==> config.mk <==
export PLATFORM = sky130hd
export DESIGN_NAME = lfr_cell
export DESIGN_NICKNAME = d
export VERILOG_FILES = /design/src/hdl/lfr_pkg.sv /design/src/hdl/lfr_cell.sv
export SDC_FILE = /design/constraint.sdc
export NUM_CORES = 1
export LEC_CHECK = 0
export BUFFER_PORTS_ARGS = -buffer_cell sky130_fd_sc_hd__buf_2
export CAP_MARGIN = 40
export CORE_MARGIN = 3
export CORE_UTILIZATION = 49
export DETAILED_ROUTE_END_ITERATION = 8
export GPL_ROUTABILITY_DRIVEN = 1
export PLACE_DENSITY = 0.88
export SYNTH_ARGS = -nofsm -noshare
export SYNTH_HDL_FRONTEND = slang
export SYNTH_SLANG_ARGS = --single-unit
==> constraint.sdc <==
create_clock -name clk -period 3.01 [get_ports clk]
set_input_delay 0.4515 -clock clk [delete_from_list [all_inputs] [get_ports clk]]
set_output_delay 0.4515 -clock clk [all_outputs]
set_load 0.01 [all_outputs]
==> src/hdl/lfr_pkg.sv <==
// Package for the LFU frame replacement block: default parameter values,
// field widths, register map codes and the enumerated types used by the cell and the top level.
// Depends on nothing; every other file refers to it by scoped names.
package lfr_pkg;

  localparam int DEF_SLOTS      = 32;
  localparam int DEF_ID_BITS    = 8;
  localparam int DEF_COUNT_BITS = 16;

  // Fixed widths of the result slot index and the frame size register.
  localparam int SLOT_INDEX_W = 5;
  localparam int FRAME_SIZE_W = 6;

  localparam logic [FRAME_SIZE_W-1:0] FRAME_SIZE_RESET = 6'd32;

  // APB-style register port.
  localparam int APB_DATA_W = 32;
  localparam int APB_ADDR_W = 3;

  // Register word index of frame_size (byte address divided by four).
  localparam logic [APB_ADDR_W-3:0] REG_FRAME_SIZE = 1'b0;

  typedef enum logic [1:0] {
    ST_IDLE,
    ST_SCAN,
    ST_APPLY
  } state_t;

  typedef enum logic [1:0] {
    CMD_NONE,
    CMD_HIT,
    CMD_APPEND,
    CMD_EVICT
  } cmd_kind_t;

endpackage

==> src/hdl/lfr_cell.sv <==
// One slot cell of the LFU frame: holds a slot's valid bit, id and vote count,
// folds itself into the search token passed along the chain, and applies updates.
// Depends on lfr_pkg for the update command codes.
module lfr_cell #(
  parameter int SLOTS      = lfr_pkg::DEF_SLOTS,
  parameter int ID_BITS    = lfr_pkg::DEF_ID_BITS,
  parameter int COUNT_BITS = lfr_pkg::DEF_COUNT_BITS,
  parameter int K          = 0,
  localparam int IDX_W     = (SLOTS > 1) ? $clog2(SLOTS) : 1,
  localparam int TOK_W     = 2 + 2 * IDX_W + 2 * COUNT_BITS + ID_BITS
) (
  input  logic                  clk,
  input  logic                  rst_n,
  input  logic [ID_BITS-1:0]    key,
  input  logic [TOK_W-1:0]      tok_i,
  output logic [TOK_W-1:0]      tok_o,
  input  lfr_pkg::cmd_kind_t    cmd_kind,
  input  logic [IDX_W-1:0]      cmd_idx,
  input  logic [IDX_W-1:0]      cmd_last,
  input  logic [ID_BITS-1:0]    cmd_id,
  input  logic                  nb_valid,
  input  logic [ID_BITS-1:0]    nb_id,
  input  logic [COUNT_BITS-1:0] nb_votes,
  output logic                  valid_o,
  output logic [ID_BITS-1:0]    id_o,
  output logic [COUNT_BITS-1:0] votes_o
);

  typedef struct packed {
    logic                  found;
    logic [IDX_W-1:0]      match_idx;
    logic [COUNT_BITS-1:0] match_votes;
    logic                  have_min;
    logic [IDX_W-1:0]      min_idx;
    logic [COUNT_BITS-1:0] min_votes;
    logic [ID_BITS-1:0]    min_id;
  } token_t;

  localparam logic [IDX_W-1:0] MY_IDX = IDX_W'(K);

  token_t                tin;
  token_t                tok_nxt;
  token_t                tok_r;
  logic                  valid_r;
  logic                  valid_nxt;
  logic [ID_BITS-1:0]    id_r;
  logic [ID_BITS-1:0]    id_nxt;
  logic [COUNT_BITS-1:0] votes_r;
  logic [COUNT_BITS-1:0] votes_nxt;

  assign tin = token_t'(tok_i);

  // Search step: first matching slot, and the strictly smaller count wins so
  // that the oldest slot keeps a tie.
  always_comb begin
    tok_nxt = tin;
    if (valid_r && !tin.found && (id_r == key)) begin
      tok_nxt.found       = 1'b1;
      tok_nxt.match_idx   = MY_IDX;
      tok_nxt.match_votes = votes_r;
    end
    if (valid_r && (!tin.have_min || (votes_r < tin.min_votes))) begin
      tok_nxt.have_min  = 1'b1;
      tok_nxt.min_idx   = MY_IDX;
      tok_nxt.min_votes = votes_r;
      tok_nxt.min_id    = id_r;
    end
  end

  always_comb begin
    valid_nxt = valid_r;
    id_nxt    = id_r;
    votes_nxt = votes_r;
    case (cmd_kind)
      lfr_pkg::CMD_HIT: begin
        if (MY_IDX == cmd_idx && votes_r != {COUNT_BITS{1'b1}}) begin
          votes_nxt = votes_r + COUNT_BITS'(1);
        end
      end
      lfr_pkg::CMD_APPEND: begin
        if (MY_IDX == cmd_idx) begin
          valid_nxt = 1'b1;
          id_nxt    = cmd_id;
          votes_nxt = COUNT_BITS'(1);
        end
      end
      lfr_pkg::CMD_EVICT: begin
        if (MY_IDX == cmd_last) begin
          valid_nxt = 1'b1;
          id_nxt    = cmd_id;
          votes_nxt = COUNT_BITS'(1);
        end else if (MY_IDX >= cmd_idx && MY_IDX < cmd_last) begin
          valid_nxt = nb_valid;
          id_nxt    = nb_id;
          votes_nxt = nb_votes;
        end
      end
      default: begin
        valid_nxt = valid_r;
      end
    endcase
  end

  always_ff @(posedge clk) begin
    if (!rst_n) begin
      valid_r <= 1'b0;
      votes_r <= '0;
    end else begin
      valid_r <= valid_nxt;
      votes_r <= votes_nxt;
    end
  end

  always_ff @(posedge clk) begin
    id_r  <= id_nxt;
    tok_r <= tok_nxt;
  end

  assign tok_o   = tok_r;
  assign valid_o = valid_r;
  assign id_o    = id_r;
  assign votes_o = votes_r;

endmodule

==> metrics <==
status finished clean; synthesized flop and latch total 77; count leader, synth dfxtp_1; clock slew at reported path FFs 80 ps; largest net degree at the start of global routing 73; TritonRoute pass-1 iters 5; initial DRC count 395; Die Span X 102 um; Post-synth top cells dfxtp_1, nand2_1, nor2_1; final slew viol count 0; CTS tree built; max-cap violations 0; number of synthesis warnings 0; Die Height 102 um; Routed Antenna Nets 0; Tcrit/Tclk final 86.2%; Syn Area/Cell 8.18 um2; Post-synth ARST share 0%; total core area 8850 um2; Netlist Area Pre-Place 4510 um2; worst rel slew slack 42.0%; hold_buf cts 0; DIE AREA 10400 um2; Detail Placement HPWL 10.7 mm; initial antenna violation count 0; Post-CTS Setup Bufs 0; root buffer cell clkbuf_8; distinct cell type count after synthesis 57; H-tree levels 3; post-synth top area share 30.6%; Skew-Pair Late Insertion Delay 360 ps; worst slew pin tran 869 ps; Post-DP Area 5600 um2; WL/cell 17.6 um; diode count 0; io pins 184; proportion of layout cells with a drive suffix above 1 34.0%; GRT Util Overall 27.1%; startpoint types flip-flop; Most used DFF post-synth dfxtp_1; Mapped Cells 551; main area contributors after synthesis dfxtp_1, nand2_1, edfxtp_1; Crit. End Element flip-flop; first-pass GRT wire length 22.6 mm; CTS sink count 77; Achievable Freq 385 MHz; total power 2.29 mW; sequential area share after synthesis 36.0%; Util after Layout 65.6%; EDFF count, synth 8; initial core utilization 50.9%; minimum clock period 2600 ps; post-layout instance area 5810 um2; Worst Hold Margin 300 ps; Hold Vio Cnt, Final 0; RSZ-0062 raised after global routing false; Post-layout nets 848; Max rail drop VDD 221 uV; IO buf count 183; crit path DAT 2870 ps; # setup viols final 0; dominant cell type by area after synthesis dfxtp_1; FP Rows 34; final estimated routing congestion in global placement 0.926; power density over the cells 395 nW/um2; via count 5030; vias per cell 6.00; Layout area overhead 28.9%; Layout Skew 12.6 ps; DRC viols 0; Resized cells post-CTS 0; Max Root-Sink Buffers 2; Setup Crit Path Kind flip-flop to flip-flop; Leak 2.72 nW; CP Max Fanout 25; TNS Setup 0 ps; WL final 14.8 mm; vias in the first global route 4811; grt total ovfl 0; hold crit path type primary input to flip-flop; WP data required 3280 ps; cts bufs inserted 9; Syn Nets 674
## per-stage QoR
stage / setup slack, ps / cells
floorplan: 730 / 551
global placement: 395 / 820
detailed placement: 334 / 822
CTS: 440 / 838
global route: 143 / 838
finish: 414 / 838
## final timing paths
| path | from | end | slack [ps] | cells past startpoint |
|---|---|---|---|---|
| min | tok_i[49] | tok_o[49]$_SDFF_PP0_ | 300 | 2 |
| min reg2reg | votes_o[8]$_SDFFE_PN0P_ | votes_o[8]$_SDFFE_PN0P_ | 590 | 2 |
| max | votes_o[7]$_SDFFE_PN0P_ | tok_o[28]$_SDFF_PP0_ | 410 | 6 |
| max reg2reg | votes_o[7]$_SDFFE_PN0P_ | tok_o[28]$_SDFF_PP0_ | 410 | 6 |
## critical path, stage by stage, from the launching register on
cell,delay [ps]
dfxtp_1,440
ha_1,360
nand2_1,100
nor3_2,300
a21o_1,750
a21boi_1,310
nor3b_1,250
## layout make-up
type	instances	area [um2]
Clock inverter	3	42.5
Fill cell	734	3040
Tap cell	108	135
Sequential cell	77	1620
Multi-Input combinational cell	395	2610
Timing Repair Buffer	200	1080
Inverter	42	158
Clock buffer	13	170
## layout by cell type (no fill, tap or decap), types with 2 or more instances in the layout
master and count:
nand3_1 33, a31oi_1 3, nor3b_1 5, a21oi_1 6
edfxtp_1 8, mux2i_1 3, o211ai_1 28, nor2_1 58
buf_4 15, nand2_1 67, o21ai_1 2, clkbuf_8 10
ha_1 16, o211a_1 4, or2_2 3, xnor2_1 15
a32o_1 2, a221oi_1 24, nor3_1 3, nand4_1 6
a211oi_1 26, a22oi_1 2, nand2b_1 3, buf_2 183
a22o_1 3, inv_1 42, a31o_2 3, o22ai_1 3
dfxtp_1 69, nor4_1 8, and3_1 2, nor2b_1 4
o21ai_0 12, and2_1 6, a21o_1 4, o311a_1 2
clkbuf_1 2, mux2_2 16, o21ai_2 2
## cell families after synthesis
family | synth area share (%)
fa+ha+maj | 4.44
compound gates | 23.0
simple gates | 22.0
xor+xnor | 3.11
mux | 4.66
buf+inv | 6.80
flops | 36.0
## registers in the layout, summed over array words and instances (netlist names)
register and flops:
id_o 8, tok_o 52, valid_o 1, votes_o 16
## power by group
group / internal (mW) / leakage [nW] / switching, mW
Combinational: 0.158 / 1.97 / 0.191
Sequential: 1.09 / 0.647 / 0.0208
Clock: 0.456 / 0.105 / 0.383
## per-layer routing
metal | GRT usage, % | up-vias | wire length (um)
met4 | 11.4 | 0 | 338
met5 | 0 | - | 0
li1 | - | 2342 | -
met1 | 34.4 | 2379 | 6040
met3 | 4.44 | 26 | 1190
met2 | 45.8 | 283 | 7200
Note: power is estimated with default switching activity, not from simulation.
